### src/rtl/lt_pkg.sv
// Shared types, constants and match functions of the line tokenizer.
`default_nettype none

package lt_pkg;

	localparam int unsigned MAX_TOKEN_CHARS = 8;
	localparam int unsigned MAX_QUOTE_PAIRS = MAX_TOKEN_CHARS / 2;
	localparam int unsigned MAX_PENDING_CR  = 7;
	localparam int unsigned CR_HOLD_LIMIT   = (MAX_PENDING_CR < 7) ? MAX_PENDING_CR : 7;

	localparam logic [7:0] CH_NUL = 8'h00;
	localparam logic [7:0] CH_TAB = 8'h09;
	localparam logic [7:0] CH_LF  = 8'h0A;
	localparam logic [7:0] CH_CR  = 8'h0D;
	localparam logic [7:0] CH_SP  = 8'h20;

	localparam logic [2:0] REG_DELIM_CHARS   = 3'd0;
	localparam logic [2:0] REG_DELIM_COUNT   = 3'd1;
	localparam logic [2:0] REG_COMMENT_CHARS = 3'd2;
	localparam logic [2:0] REG_COMMENT_COUNT = 3'd3;
	localparam logic [2:0] REG_QUOTE_CHARS   = 3'd4;
	localparam logic [2:0] REG_QUOTE_COUNT   = 3'd5;
	localparam logic [2:0] REG_TRIM_SPACES   = 3'd6;

	typedef enum logic [1:0] {
		MODE_IDLE,
		MODE_TOKEN,
		MODE_QUOTED,
		MODE_COMMENT
	} mode_t;

	typedef enum logic [1:0] {
		SLOT_NONE,
		SLOT_CHAR,
		SLOT_TE
	} slot_t;

	typedef struct packed {
		logic [63:0] delim_chars;
		logic [3:0]  delim_n;
		logic [63:0] comment_chars;
		logic [3:0]  comment_n;
		logic [63:0] quote_chars;
		logic [2:0]  quote_n;
		logic        trim;
	} cfg_t;

	typedef struct packed {
		mode_t       mode;
		logic [7:0]  close_quote;
		logic        held_valid;
		logic [7:0]  held_byte;
		logic [2:0]  pending_cr;
		logic        token_nonempty;
	} parse_state_t;

	// Results of one byte: an optional result from the held byte, a run of
	// released CRs, an optional result from the byte itself, then line end.
	typedef struct packed {
		slot_t       a_kind;
		logic [7:0]  a_char;
		logic [2:0]  cr_n;
		slot_t       c_kind;
		logic [7:0]  c_char;
		logic        line_done;
		logic        merge;
		logic        line_te;
		logic [3:0]  count;
	} plan_t;

	typedef struct packed {
		logic [7:0] ch;
		logic       cv;
		logic       te;
		logic       le;
		logic       last;
	} result_t;

	typedef struct packed {
		logic       hit;
		logic [7:0] close;
	} quote_hit_t;

	function automatic logic [7:0] byte_at(input logic [63:0] w, input int unsigned k);
		byte_at = w[8 * (k & 32'd7) +: 8];
	endfunction

	function automatic logic is_delim(input logic [7:0] b, input logic [63:0] chars,
	                                  input logic [3:0] n);
		logic hit;
		hit = 1'b0;
		for (int k = 0; k < MAX_TOKEN_CHARS; k++) begin
			if (4'(k) < n && b == byte_at(chars, k)) begin
				hit = 1'b1;
			end
		end
		is_delim = hit;
	endfunction

	// An entry equal to its next entry forms a doubled token, which needs the
	// next byte to match as well; when it does not, the partner is skipped.
	function automatic logic comment_eval(input logic [7:0] b, input logic last,
	                                      input logic [7:0] nx, input logic [63:0] chars,
	                                      input logic [3:0] n);
		logic hit;
		logic skip;
		hit  = 1'b0;
		skip = 1'b0;
		for (int i = 0; i < MAX_TOKEN_CHARS; i++) begin
			if (skip) begin
				skip = 1'b0;
			end else if (4'(i) < n && b == byte_at(chars, i)) begin
				if (!last && 4'(i + 1) < n && byte_at(chars, i + 1) == b) begin
					if (nx == b) begin
						hit = 1'b1;
					end else begin
						skip = 1'b1;
					end
				end else begin
					hit = 1'b1;
				end
			end
		end
		comment_eval = hit;
	endfunction

	function automatic quote_hit_t open_quote(input logic [7:0] b, input logic [63:0] chars,
	                                          input logic [2:0] n);
		quote_hit_t r;
		r = '0;
		// Scan downward so that the lowest matching pair wins.
		for (int p = MAX_QUOTE_PAIRS - 1; p >= 0; p--) begin
			if (3'(p) < n && b == byte_at(chars, 2 * p)) begin
				r.hit   = 1'b1;
				r.close = byte_at(chars, 2 * p + 1);
			end
		end
		open_quote = r;
	endfunction

	function automatic logic is_dropped(input logic [7:0] b, input logic trim);
		is_dropped = (b == CH_CR) || (trim && (b == CH_SP || b == CH_TAB));
	endfunction

endpackage

`default_nettype wire

### src/rtl/line_tokenizer_quotes_comments.sv
// Top level of the streaming line tokenizer with quotes and comments.
//
// Text enters one byte per beat on in_valid/in_stall with in_byte and
// end_of_buffer; a beat is taken when in_valid is high and in_stall is low.
// Results leave one per beat on out_valid/out_stall with out_char, char_valid,
// token_end, line_end and run_last; run_last marks the final result of a byte.
// Registers are written on cfg_valid/cfg_ready (always ready) with cfg_index and
// cfg_data; the user must write only while the block is idle (not enforced).
//
// A byte is taken into the input register; its first result is then loaded
// into the output register once that register can load. A byte that yields
// zero or one result frees the input register once that result, if any, is
// issued, so such bytes stream at one per cycle while the receiver does not
// stall; one with more holds it while the single output register issues them.
//
// Reset clears the registers, the parse state and the valid flags of both
// pipeline registers.
// While the receiver stalls, the output beat holds; the input register then
// fills and in_stall rises until the output register can move again.
`default_nettype none

module line_tokenizer_quotes_comments import lt_pkg::*; (
	input  wire logic        clk,
	input  wire logic        arst_n,
	input  wire logic        in_valid,
	output logic             in_stall,
	input  wire logic [7:0]  in_byte,
	input  wire logic        end_of_buffer,
	output logic             out_valid,
	input  wire logic        out_stall,
	output logic [7:0]       out_char,
	output logic             char_valid,
	output logic             token_end,
	output logic             line_end,
	output logic             run_last,
	input  wire logic        cfg_valid,
	output logic             cfg_ready,
	input  wire logic [2:0]  cfg_index,
	input  wire logic [63:0] cfg_data
);

	cfg_t         cfg;
	parse_state_t state_q;
	parse_state_t state_nx;
	plan_t        plan;
	result_t      res;
	logic         valid_s1;
	logic [7:0]   byte_s1;
	logic         eob_s1;
	logic         consume;
	logic         accept;

	assign cfg_ready = 1'b1;

	lt_cfg_regs u_cfg (
		.clk       (clk),
		.arst_n    (arst_n),
		.cfg_valid (cfg_valid),
		.cfg_index (cfg_index),
		.cfg_data  (cfg_data),
		.cfg       (cfg)
	);

	assign in_stall = valid_s1 && !consume;
	assign accept   = in_valid && !in_stall;

	always_ff @(posedge clk or negedge arst_n) begin
		if (!arst_n) begin
			valid_s1 <= 1'b0;
		end else if (accept) begin
			valid_s1 <= 1'b1;
		end else if (consume) begin
			valid_s1 <= 1'b0;
		end
	end

	always_ff @(posedge clk) begin
		if (accept) begin
			byte_s1 <= in_byte;
			eob_s1  <= end_of_buffer;
		end
	end

	lt_step u_step (
		.cfg  (cfg),
		.st   (state_q),
		.b    (byte_s1),
		.eob  (eob_s1),
		.plan (plan),
		.nx   (state_nx)
	);

	// The parse state advances once the last result of the byte is issued, or when the byte yields none.
	always_ff @(posedge clk or negedge arst_n) begin
		if (!arst_n) begin
			state_q <= '0;
		end else if (consume) begin
			state_q <= state_nx;
		end
	end

	lt_out_stage u_out (
		.clk        (clk),
		.arst_n     (arst_n),
		.item_valid (valid_s1),
		.plan       (plan),
		.out_stall  (out_stall),
		.out_valid  (out_valid),
		.res        (res),
		.consume    (consume)
	);

	assign out_char   = res.ch;
	assign char_valid = res.cv;
	assign token_end  = res.te;
	assign line_end   = res.le;
	assign run_last   = res.last;

endmodule

`default_nettype wire

### src/rtl/lt_cfg_regs.sv
// Configuration registers of the line tokenizer with count saturation.
`default_nettype none

module lt_cfg_regs import lt_pkg::*; (
	input  wire logic        clk,
	input  wire logic        arst_n,
	input  wire logic        cfg_valid,
	input  wire logic [2:0]  cfg_index,
	input  wire logic [63:0] cfg_data,
	output cfg_t             cfg
);

	logic [63:0] delim_chars_q;
	logic [3:0]  delim_cnt_q;
	logic [63:0] comment_chars_q;
	logic [3:0]  comment_cnt_q;
	logic [63:0] quote_chars_q;
	logic [2:0]  quote_cnt_q;
	logic        trim_q;

	always_ff @(posedge clk or negedge arst_n) begin
		if (!arst_n) begin
			delim_chars_q   <= '0;
			delim_cnt_q     <= '0;
			comment_chars_q <= '0;
			comment_cnt_q   <= '0;
			quote_chars_q   <= '0;
			quote_cnt_q     <= '0;
			trim_q          <= 1'b0;
		end else if (cfg_valid) begin
			unique case (cfg_index)
				REG_DELIM_CHARS:   delim_chars_q   <= cfg_data;
				REG_DELIM_COUNT:   delim_cnt_q     <= cfg_data[3:0];
				REG_COMMENT_CHARS: comment_chars_q <= cfg_data;
				REG_COMMENT_COUNT: comment_cnt_q   <= cfg_data[3:0];
				REG_QUOTE_CHARS:   quote_chars_q   <= cfg_data;
				REG_QUOTE_COUNT:   quote_cnt_q     <= cfg_data[2:0];
				REG_TRIM_SPACES:   trim_q          <= cfg_data[0];
				default: begin
				end
			endcase
		end
	end

	always_comb begin
		cfg.delim_chars   = delim_chars_q;
		cfg.delim_n       = (delim_cnt_q > 4'(MAX_TOKEN_CHARS)) ? 4'(MAX_TOKEN_CHARS)
		                                                       : delim_cnt_q;
		cfg.comment_chars = comment_chars_q;
		cfg.comment_n     = (comment_cnt_q > 4'(MAX_TOKEN_CHARS)) ? 4'(MAX_TOKEN_CHARS)
		                                                         : comment_cnt_q;
		cfg.quote_chars   = quote_chars_q;
		cfg.quote_n       = (quote_cnt_q > 3'(MAX_QUOTE_PAIRS)) ? 3'(MAX_QUOTE_PAIRS)
		                                                       : quote_cnt_q;
		cfg.trim          = trim_q;
	end

endmodule

`default_nettype wire

### src/rtl/lt_step.sv
// Per-byte parse decision: the result plan of one byte and the next parse state.
`default_nettype none

module lt_step import lt_pkg::*; (
	input  cfg_t             cfg,
	input  parse_state_t     st,
	input  wire logic [7:0]  b,
	input  wire logic        eob,
	output plan_t            plan,
	output parse_state_t     nx
);

	logic       eol;
	logic       ce_held;
	logic       ce_same;
	logic       ce_flip;
	logic       ce_last;
	logic       delim_b;
	logic       drop_h;
	logic       drop_b;
	quote_hit_t qh_h;
	quote_hit_t qh_b;

	assign eol     = (b == CH_LF) || (b == CH_NUL);
	assign ce_held = comment_eval(st.held_byte, 1'b0, b, cfg.comment_chars, cfg.comment_n);
	assign ce_same = comment_eval(b, 1'b0, b, cfg.comment_chars, cfg.comment_n);
	assign ce_flip = comment_eval(b, 1'b0, b ^ 8'h01, cfg.comment_chars, cfg.comment_n);
	assign ce_last = comment_eval(b, eob, b, cfg.comment_chars, cfg.comment_n);
	assign delim_b = is_delim(b, cfg.delim_chars, cfg.delim_n);
	assign drop_h  = is_dropped(st.held_byte, cfg.trim);
	assign drop_b  = is_dropped(b, cfg.trim);
	assign qh_h    = open_quote(st.held_byte, cfg.quote_chars, cfg.quote_n);
	assign qh_b    = open_quote(b, cfg.quote_chars, cfg.quote_n);

	always_comb begin
		logic last_is_char;
		nx   = st;
		plan = '0;

		// A held comment candidate is settled by the byte that follows it.
		if (st.held_valid) begin
			nx.held_valid = 1'b0;
			if (eol || ce_held) begin
				if (nx.mode == MODE_TOKEN) begin
					if (nx.token_nonempty) begin
						plan.a_kind = SLOT_TE;
					end
					nx.token_nonempty = 1'b0;
					nx.pending_cr     = '0;
				end
				nx.mode = MODE_COMMENT;
			end else if (nx.mode == MODE_IDLE && qh_h.hit) begin
				nx.mode           = MODE_QUOTED;
				nx.close_quote    = qh_h.close;
				nx.token_nonempty = 1'b0;
				nx.pending_cr     = '0;
			end else begin
				nx.mode = MODE_TOKEN;
				if (!drop_h) begin
					plan.a_kind       = SLOT_CHAR;
					plan.a_char       = st.held_byte;
					nx.token_nonempty = 1'b1;
				end
			end
		end

		if (!eol) begin
			if (nx.mode == MODE_QUOTED) begin
				if (b == nx.close_quote) begin
					if (nx.token_nonempty) begin
						plan.c_kind = SLOT_TE;
					end
					nx.token_nonempty = 1'b0;
					nx.pending_cr     = '0;
					nx.mode           = MODE_IDLE;
				end else if (b == CH_CR) begin
					if (nx.pending_cr < 3'(CR_HOLD_LIMIT)) begin
						nx.pending_cr = nx.pending_cr + 3'd1;
					end else begin
						plan.c_kind       = SLOT_CHAR;
						plan.c_char       = CH_CR;
						nx.token_nonempty = 1'b1;
					end
				end else begin
					// Held CRs are released ahead of real content.
					plan.cr_n         = nx.pending_cr;
					nx.pending_cr     = '0;
					plan.c_kind       = SLOT_CHAR;
					plan.c_char       = b;
					nx.token_nonempty = 1'b1;
				end
			end else if (nx.mode != MODE_COMMENT) begin
				if (delim_b) begin
					if (nx.mode == MODE_TOKEN) begin
						if (nx.token_nonempty) begin
							plan.c_kind = SLOT_TE;
						end
						nx.token_nonempty = 1'b0;
						nx.pending_cr     = '0;
					end
					nx.mode = MODE_IDLE;
				end else if (!eob && (ce_same != ce_flip)) begin
					nx.held_valid = 1'b1;
					nx.held_byte  = b;
				end else if (ce_last) begin
					if (nx.mode == MODE_TOKEN) begin
						if (nx.token_nonempty) begin
							plan.c_kind = SLOT_TE;
						end
						nx.token_nonempty = 1'b0;
						nx.pending_cr     = '0;
					end
					nx.mode = MODE_COMMENT;
				end else if (nx.mode == MODE_IDLE && qh_b.hit) begin
					nx.mode           = MODE_QUOTED;
					nx.close_quote    = qh_b.close;
					nx.token_nonempty = 1'b0;
					nx.pending_cr     = '0;
				end else begin
					nx.mode = MODE_TOKEN;
					if (!drop_b) begin
						plan.c_kind       = SLOT_CHAR;
						plan.c_char       = b;
						nx.token_nonempty = 1'b1;
					end
				end
			end
		end

		// Released CRs always come with a content byte, so the last result
		// is a character exactly in these cases.
		last_is_char = (plan.c_kind == SLOT_CHAR) ||
		               (plan.c_kind == SLOT_NONE && plan.a_kind == SLOT_CHAR);

		if (eol || eob) begin
			plan.line_done = 1'b1;
			plan.merge     = last_is_char;
			plan.line_te   = nx.token_nonempty;
			nx             = '0;
		end

		plan.count = {3'b000, plan.a_kind != SLOT_NONE} + {1'b0, plan.cr_n} +
		             {3'b000, plan.c_kind != SLOT_NONE} +
		             {3'b000, plan.line_done && !plan.merge};
	end

endmodule

`default_nettype wire

### src/rtl/lt_out_stage.sv
// Result sequencer and output register: issues the planned results one per beat.
`default_nettype none

module lt_out_stage import lt_pkg::*; (
	input  wire logic  clk,
	input  wire logic  arst_n,
	input  wire logic  item_valid,
	input  plan_t      plan,
	input  wire logic  out_stall,
	output logic       out_valid,
	output result_t    res,
	output logic       consume
);

	logic [3:0] idx_q;
	logic       out_valid_q;
	result_t    res_q;
	result_t    pick;
	logic       load;
	logic       last_k;
	logic       issue;
	logic       has_a;
	logic [3:0] j;

	function automatic result_t slot_result(input slot_t kind, input logic [7:0] ch);
		result_t r;
		r = '0;
		unique case (kind)
			SLOT_CHAR: begin
				r.ch = ch;
				r.cv = 1'b1;
			end
			SLOT_TE: r.te = 1'b1;
			default: begin
			end
		endcase
		slot_result = r;
	endfunction

	assign load    = !out_valid_q || !out_stall;
	assign last_k  = (idx_q == plan.count - 4'd1);
	assign issue   = item_valid && (plan.count != 4'd0) && load;
	assign consume = item_valid && ((plan.count == 4'd0) || (load && last_k));
	assign has_a   = (plan.a_kind != SLOT_NONE);
	assign j       = idx_q - {3'b000, has_a};

	always_comb begin
		pick = '0;
		if (has_a && idx_q == 4'd0) begin
			pick = slot_result(plan.a_kind, plan.a_char);
		end else if (j < {1'b0, plan.cr_n}) begin
			pick.ch = CH_CR;
			pick.cv = 1'b1;
		end else if (j == {1'b0, plan.cr_n} && plan.c_kind != SLOT_NONE) begin
			pick = slot_result(plan.c_kind, plan.c_char);
		end else begin
			pick.le = 1'b1;
			pick.te = plan.line_te;
		end
		if (last_k) begin
			pick.last = 1'b1;
			// A line that ends on a character closes its token on that beat.
			if (plan.merge) begin
				pick.le = 1'b1;
				pick.te = 1'b1;
			end
		end
	end

	always_ff @(posedge clk or negedge arst_n) begin
		if (!arst_n) begin
			idx_q       <= '0;
			out_valid_q <= 1'b0;
		end else begin
			if (issue) begin
				idx_q <= last_k ? 4'd0 : idx_q + 4'd1;
			end
			if (issue) begin
				out_valid_q <= 1'b1;
			end else if (!out_stall) begin
				out_valid_q <= 1'b0;
			end
		end
	end

	always_ff @(posedge clk) begin
		if (issue) begin
			res_q <= pick;
		end
	end

	assign out_valid = out_valid_q;
	assign res       = res_q;

endmodule

`default_nettype wire

### config.mk
export PLATFORM = sky130hd
export DESIGN_NAME = line_tokenizer_quotes_comments
export DESIGN_NICKNAME = d
export VERILOG_FILES = /design/src/rtl/lt_pkg.sv /design/src/rtl/line_tokenizer_quotes_comments.sv /design/src/rtl/lt_cfg_regs.sv /design/src/rtl/lt_step.sv /design/src/rtl/lt_out_stage.sv
export SDC_FILE = /design/constraint.sdc
export NUM_CORES = 1
export LEC_CHECK = 0
export ABC_AREA = 1
export BUFFER_PORTS_ARGS = -buffer_cell sky130_fd_sc_hd__clkbuf_2
export CAP_MARGIN = 20
export CORE_AREA = 5 5 255 257
export CTS_BUF_LIST = sky130_fd_sc_hd__clkbuf_4 sky130_fd_sc_hd__clkbuf_8
export DETAILED_ROUTE_END_ITERATION = 6
export DIE_AREA = 0 0 260 262
export PLACE_DENSITY = 0.4
export SETUP_SLACK_MARGIN = 0.15
export SKIP_CTS_REPAIR_TIMING = 1
export SLEW_MARGIN = 5
export SYNTH_ARGS = -nofsm -noshare
export SYNTH_HDL_FRONTEND = slang
export SYNTH_HIERARCHICAL = 1
export SYNTH_SLANG_ARGS = --single-unit
### constraint.sdc
create_clock -name clk -period 11.15 [get_ports clk]
set_clock_uncertainty 0.05 [all_clocks]
set_input_delay 2.23 -clock clk [delete_from_list [all_inputs] [get_ports clk]]
set_output_delay 2.23 -clock clk [all_outputs]
set_load 0.03 [all_outputs]
==> results of run 1 <==
## sequential cells by signal, summed over array words and instances, names as in the netlist
| name | cells |
|---|---|
| byte_s1 | 8 |
| eob_s1 | 1 |
| state_q | 23 |
| u_cfg/comment_chars_q | 64 |
| u_cfg/comment_cnt_q | 4 |
| u_cfg/delim_chars_q | 64 |
| u_cfg/delim_cnt_q | 4 |
| u_cfg/quote_chars_q | 64 |
| u_cfg/quote_cnt_q | 3 |
| u_cfg/trim_q | 1 |
| u_out/idx_q | 4 |
| u_out/out_valid | 1 |
| u_out/res | 12 |
| valid_s1 | 1 |
## per-layer routing
layer,track usage,vias up,share of wire
li1,-,7713,-
met1,0.280,7898,0.45
met2,0.348,526,0.47
met3,0.0272,115,0.051
met4,0.0687,0,0.034
met5,0,-,0
## power by group
group	internal (mW)	leakage (nW)	switching, mW
Clock	0.595	0.592	0.462
Sequential	1.20	3.16	0.355
Combinational	0.819	5.69	1.82
## per-stage QoR
| stage | power, mW | util | area, um^2 |
|---|---|---|---|
| detailed placement | 4.21 | 0.285 | 17800 |
| floorplan | 3.39 | - | 16700 |
| global route | 5.63 | 0.303 | 18900 |
| CTS | 5.30 | 0.303 | 18900 |
| finish | 5.25 | 0.303 | 18900 |
| global placement | 4.20 | 0.285 | 17800 |
## path summary, 6_finish.rpt
path / from / end / slack [ps] / depth (start not counted)
max in group asynchronous: arst_n / u_cfg/quote_chars_q[48]$_DFFE_PN0P_ / 8250 / 2
worst min-delay path: u_cfg/quote_chars_q[57]$_DFFE_PN0P_ / u_cfg/quote_chars_q[57]$_DFFE_PN0P_ / 420 / 2
worst max register to register: state_q[6]$_DFFE_PN0P_ / byte_s1[6]$_DFFE_PP_ / 3010 / 46
worst max-delay path: state_q[6]$_DFFE_PN0P_ / in_stall / 790 / 46
min in group asynchronous: arst_n / u_cfg/comment_chars_q[21]$_DFFE_PN0P_ / 1460 / 1
worst min register to register: u_cfg/quote_chars_q[57]$_DFFE_PN0P_ / u_cfg/quote_chars_q[57]$_DFFE_PN0P_ / 420 / 2
## placed cells by master (no fill, tap or decap), types with 21 or more instances in the layout
cell	instances
a21oi_1	52
buf_4	29
clkbuf_2	93
clkbuf_8	63
dfrtp_1	232
edfxtp_1	21
inv_1	147
inv_2	25
nand2_1	857
nand3_1	276
nand4_1	67
nor2_1	128
nor3_1	25
nor4_1	25
o21ai_0	52
or2_2	22
xnor2_1	84
xor2_1	64
## kinds of logic (layout without fill, tap and decap cells)
logic type,Yosys count,after routing,synth area share
adders and majority gates,14,14,0.0114
buffers and inverters,301,391,0.0811
DFF,254,254,0.386
and+or+nand+nor,1450,1450,0.380
AOI/OAI and AO/OA,175,175,0.0634
other,1,2,0.000224
xor gates and xnor gates,148,148,0.0775
## cell type report
class	instances	area, um^2
antenna	1	2.50
clock buffer	73	942
clock inverter	19	170
fill	6839	43600
inverter	176	667
multi-input combinational	1788	8920
sequential	254	6460
tap	846	1060
timing repair buffer	123	698
## worst max-delay path, delay by kind of cell, from the launching register on
family                   cells  cell delay, ps
flip-flops                   1            1010
buffers and inverters        8            1140
adder cells (fa/ha/maj)      4            1490
AO/OA/AOI/OAI                1             110
AND/OR/NAND/NOR             33            3680
==> out/qor.csv, run 1 <==
metric,value,unit
finalHoldViolCount,0,
cts_tree,built,
row_count,92,
antenna_found_initial,0,
critical_path_required,8870,ps
clk_pin_slew,60,ps
grt_start_max_net_pins,86,
final_period_demand_of_the_worst_path,10360,ps
io-pin-count,96,
final.period_utilization,0.929,
syn_to_final_growth,13.2,%
setup_viol,0,
numCtsBuffers,51,
floorplan.core_area,62500,um^2
worst-slew-pin-transition,1030,ps
dominantRegCellSynth,dfrtp_1,
grt_pass1_vias,15652,
worst_slew_margin_rel,0.313,
grtUsageTotal,0.208,
powerDensity,278,nW/um^2
wl_per_cell,22.2,um
detailed_place_hpwl,51400,um
cp_common_cell,nand2_1,
timing.max_cap.violations,0,
synth_top_cell_area_share,0.349,
critical_setup_path_kind,flop to output pin,
maximum_clock_rate,96.5,MHz
worst_ep_arrival_time,8080,ps
clk-insertion-delay-late,650,ps
synth_area,16700,um^2
die-width,260,um
vias,16252,
die_area,68100,um^2
htree_num_levels,2,
timing.critical_path.to_type,output pin,
dpl_worst_slack,1380,ps
initial_core_util,0.267,
drt_iter0_drc,1273,
synth.most_common_cell,nand2_1,
finalNetCount,2489,
clock_tree.buffer_depth,3,
die_height,262,um
post_synth_top_area_cell,dfrtp_1,
final.setup.tns,0,ps
critical_path.startpoint_type,flop,
worst_path_largest_cell_delay,1010,ps
postRouteWirelength,72800,um
crit_path_top_delay_cell,dfrtp_1,
synthTopCellsByCount,"nand2_1, nand3_1, dfrtp_1",
cts_num_sinks,254,
synth.net_count,2438,
vias_per_cell,4.95,
synth-warning-count,6,
final_critical_path_setup_slack,789,ps
grt_setup_unrepaired,no,
grt.overflow.total,0,
synthArstFlopShare,0.917,
portBuffers,94,
synth_cell_type_count,60,
cell_chosen_for_the_clock_root,clkbuf_8,
synth_enable_flop_cells,21,
final-max-slew-violation-count,0,
global_route_wire_length_before_repair,106000,um
whs,420,ps
synth-seq-area-share,0.386,
most_area_consuming_cells_after_synthesis,"dfrtp_1, nand2_1, nand3_1",
number_of_cells_in_the_finished_layout_apart_from_fillers,3280,
detail-route-antenna-nets,0,
postSynthCellCount,2343,
status,"complete, no violations",
post_detailed_route_drc_marker_count,0,
ys_seq_elements,254,
share_of_post_route_cells_with_drive_strength_above_1,0.127,
critical_path.max_fanout,26,
final_weighted_congestion_of_routability_driven_global_placement,0.923,
min_path_type,flop to flop,
power.static_leakage,9.44,nW
dr.pass1.iters,5,
irDropWorstVdd,0.217,mV
post-place-cells,3187,
post_synth.cell_area_avg,7.14,um^2
(Power assumes the default switching activity.)
==> inputs of run 2 (changes only) <==
--- a/config.mk
+++ b/config.mk
@@ -8,11 +8,11 @@
 export ABC_AREA = 1
 export BUFFER_PORTS_ARGS = -buffer_cell sky130_fd_sc_hd__clkbuf_2
 export CAP_MARGIN = 20
-export CORE_AREA = 5 5 255 257
+export CORE_AREA = 5 5 243 245
 export CTS_BUF_LIST = sky130_fd_sc_hd__clkbuf_4 sky130_fd_sc_hd__clkbuf_8
 export DETAILED_ROUTE_END_ITERATION = 6
-export DIE_AREA = 0 0 260 262
-export PLACE_DENSITY = 0.4
+export DIE_AREA = 0 0 248 250
+export PLACE_DENSITY = 0.43
 export SETUP_SLACK_MARGIN = 0.15
 export SKIP_CTS_REPAIR_TIMING = 1
 export SLEW_MARGIN = 5
==> run 2 against run 1 <==
Combinational power is essentially flat. Non-clock buffer count is 4 lower. Maximum frequency rose by 0.97%. Critical path depth did not move. Largest power group unchanged.
==> out/qor.csv, run 2 (synthesized netlist as in run 1, its figures left out) <==
metric,value,unit,change
detail-route-antenna-nets,0,,unchanged
min_path_type,flop to flop,,unchanged
crit_path_top_delay_cell,dfrtp_1,,unchanged
hp-start,state_q[19]$_DFFE_PN0P_,,was u_cfg/quote_chars_q[57]$_DFFE_PN0P_
cts_tree,built,,unchanged
grt_pass1_vias,15907,,was 15652
crit_start,state_q[9]$_DFFE_PN0P_,,was state_q[6]$_DFFE_PN0P_
layout.cell_area.non_filler,18800,um^2,was 18900 um^2
grt_start_max_net_pins,79,,was 86
worst_path_largest_cell_delay,890,ps,was 1010 ps
vias_per_cell,5.09,,was 4.95
clk_pin_slew,60,ps,about the same
finalNetCount,2484,,was 2489
initial_core_util,0.294,,was 0.267
htree_num_levels,2,,unchanged
irDropWorstVdd,0.241,mV,was 0.217 mV
finalHoldViolCount,0,,unchanged
global_route_wire_length_before_repair,106000,um,about the same
timing.max_cap.violations,0,,unchanged
numCtsBuffers,50,,was 51
final.period_utilization,0.920,,was 0.929
reg_top3,"u_cfg/comment_chars_q: 64 flops, u_cfg/delim_chars_q: 64 flops, u_cfg/quote_chars_q: 64 flops",,unchanged
row_count,88,,was 92
timing.critical_path.to_type,output pin,,unchanged
final.setup.tns,0,ps,unchanged
die_height,250,um,was 262 um
finalCoreUtilization,0.329,,was 0.303
worst_ep_arrival_time,7980,ps,was 8080 ps
final-max-slew-violation-count,0,,unchanged
clk-insertion-delay-late,640,ps,was 650 ps
layout_commonest_cell,nand2_1,,unchanged
fill_cells,6207,,was 6839
wl_per_cell,22.5,um,was 22.2 um
post_detailed_route_drc_marker_count,0,,unchanged
postRouteWirelength,71800,um,was 72800 um
power.static_leakage,9.40,nW,was 9.44 nW
critical_path.max_fanout,26,,unchanged
maximum_clock_rate,97.4,MHz,was 96.5 MHz
critical_setup_path_kind,flop to output pin,,unchanged
clock_tree.buffer_depth,3,,unchanged
syn_to_final_growth,12.2,%,was 13.2%
die_area,62000,um^2,was 68100 um^2
grt.overflow.total,0,,unchanged
share_of_post_route_cells_with_drive_strength_above_1,0.126,,was 0.127
dpl_cell_area,17700,um^2,was 17800 um^2
cts_num_sinks,254,,unchanged
critical_path_required,8870,ps,about the same
status,"complete, no violations",,unchanged
io-pin-count,96,,unchanged
drt_iter0_drc,1242,,was 1273
floorplan.core_area,56900,um^2,was 62500 um^2
final_period_demand_of_the_worst_path,10260,ps,was 10360 ps
detailed_place_hpwl,50000,um,was 51400 um
powerDensity,277,nW/um^2,was 278 nW/um^2
worst_slew_margin_rel,0.321,,was 0.313
grtUsageTotal,0.228,,was 0.208
critical_path.startpoint_type,flop,,unchanged
timing.rr.start,state_q[9]$_DFFE_PN0P_,,was state_q[6]$_DFFE_PN0P_
worst-slew-pin-transition,1020,ps,was 1030 ps
setup_viol,0,,unchanged
multi_input_area,8920,um^2,unchanged
final_weighted_congestion_of_routability_driven_global_placement,0.924,,was 0.923
grt_setup_unrepaired,no,,unchanged
dr.pass1.iters,7,,was 5
vias,16260,,was 16252
portBuffers,94,,unchanged
layout.area.seq,6460,um^2,unchanged
die-width,248,um,was 260 um
cp_common_cell,nand2_1,,unchanged
antenna_found_initial,2,,was 0
final_cell_mix,"nand2_1, nand3_1, dfrtp_1",,unchanged
cell_chosen_for_the_clock_root,clkbuf_8,,unchanged
run 2: cell count changes in the layout (fill, tap and decap cells not counted), moves of 2 or more:
cell       before  now
clkinv_1        6    2
buf_4          29   25
bufinv_16       2    0
clkbuf_4       10   18
clkinv_2       10    6
clkbuf_8       63   65
run 2: layer usage:
| layer | track usage | share of wire |
|---|---|---|
| met5 | 0 | 0 |
| met3 | 0.0366 | 0.059 |
| met2 | 0.365 | 0.47 |
| met4 | 0.0837 | 0.041 |
| met1 | 0.310 | 0.44 |
run 2: path summary, 6_finish.rpt:
| check | end | slack, ps | cells past startpoint |
|---|---|---|---|
| min in group asynchronous | u_cfg/comment_chars_q[10]$_DFFE_PN0P_ | 1470 | 1 |
| hold reg to reg | state_q[19]$_DFFE_PN0P_ | 420 | 2 |
| setup / recovery | in_stall | 890 | 46 |
| hold / removal | state_q[19]$_DFFE_PN0P_ | 420 | 2 |
| max in group asynchronous | u_cfg/delim_chars_q[47]$_DFFE_PN0P_ | 7610 | 3 |
| setup reg to reg | byte_s1[5]$_DFFE_PP_ | 3070 | 46 |
run 2: per-stage QoR:
step                      cells  power [mW]  worst slack (ps)  hold WS (ps)
after global routing       3193        5.57               220           438
final                      3193        5.20               888           420
after global placement     3102        4.19              1490           409
after CTS                  3192        5.24               656           422
after floorplan            2343        3.39              3180           387
after detailed placement   3102        4.19              1380           408
run 2: critical path, delay by kind of cell (launching register included):
family          cells  cell delay [ps]
simple gates       33             3700
flops               1              890
compound gates      1              110
buf+inv             8             1160
fa+ha+maj           4             1460
run 2: area by class of cell:
cell class | count | area share
Clock inverter | 7 | 0.00227
Inverter | 176 | 0.0356
Sequential cell | 254 | 0.345
Clock buffer | 83 | 0.0549
Tap cell | 765 | 0.0510
Antenna cell | 1 | 0.000133
Multi-Input combinational cell | 1788 | 0.476
Timing Repair Buffer | 119 | 0.0356
run 2: power breakdown:
part	total, mW	switching [mW]	internal [mW]
Combinational	2.62	1.81	0.814
Sequential	1.55	0.355	1.20
Clock	1.02	0.439	0.580
Total	5.20	2.60	2.59
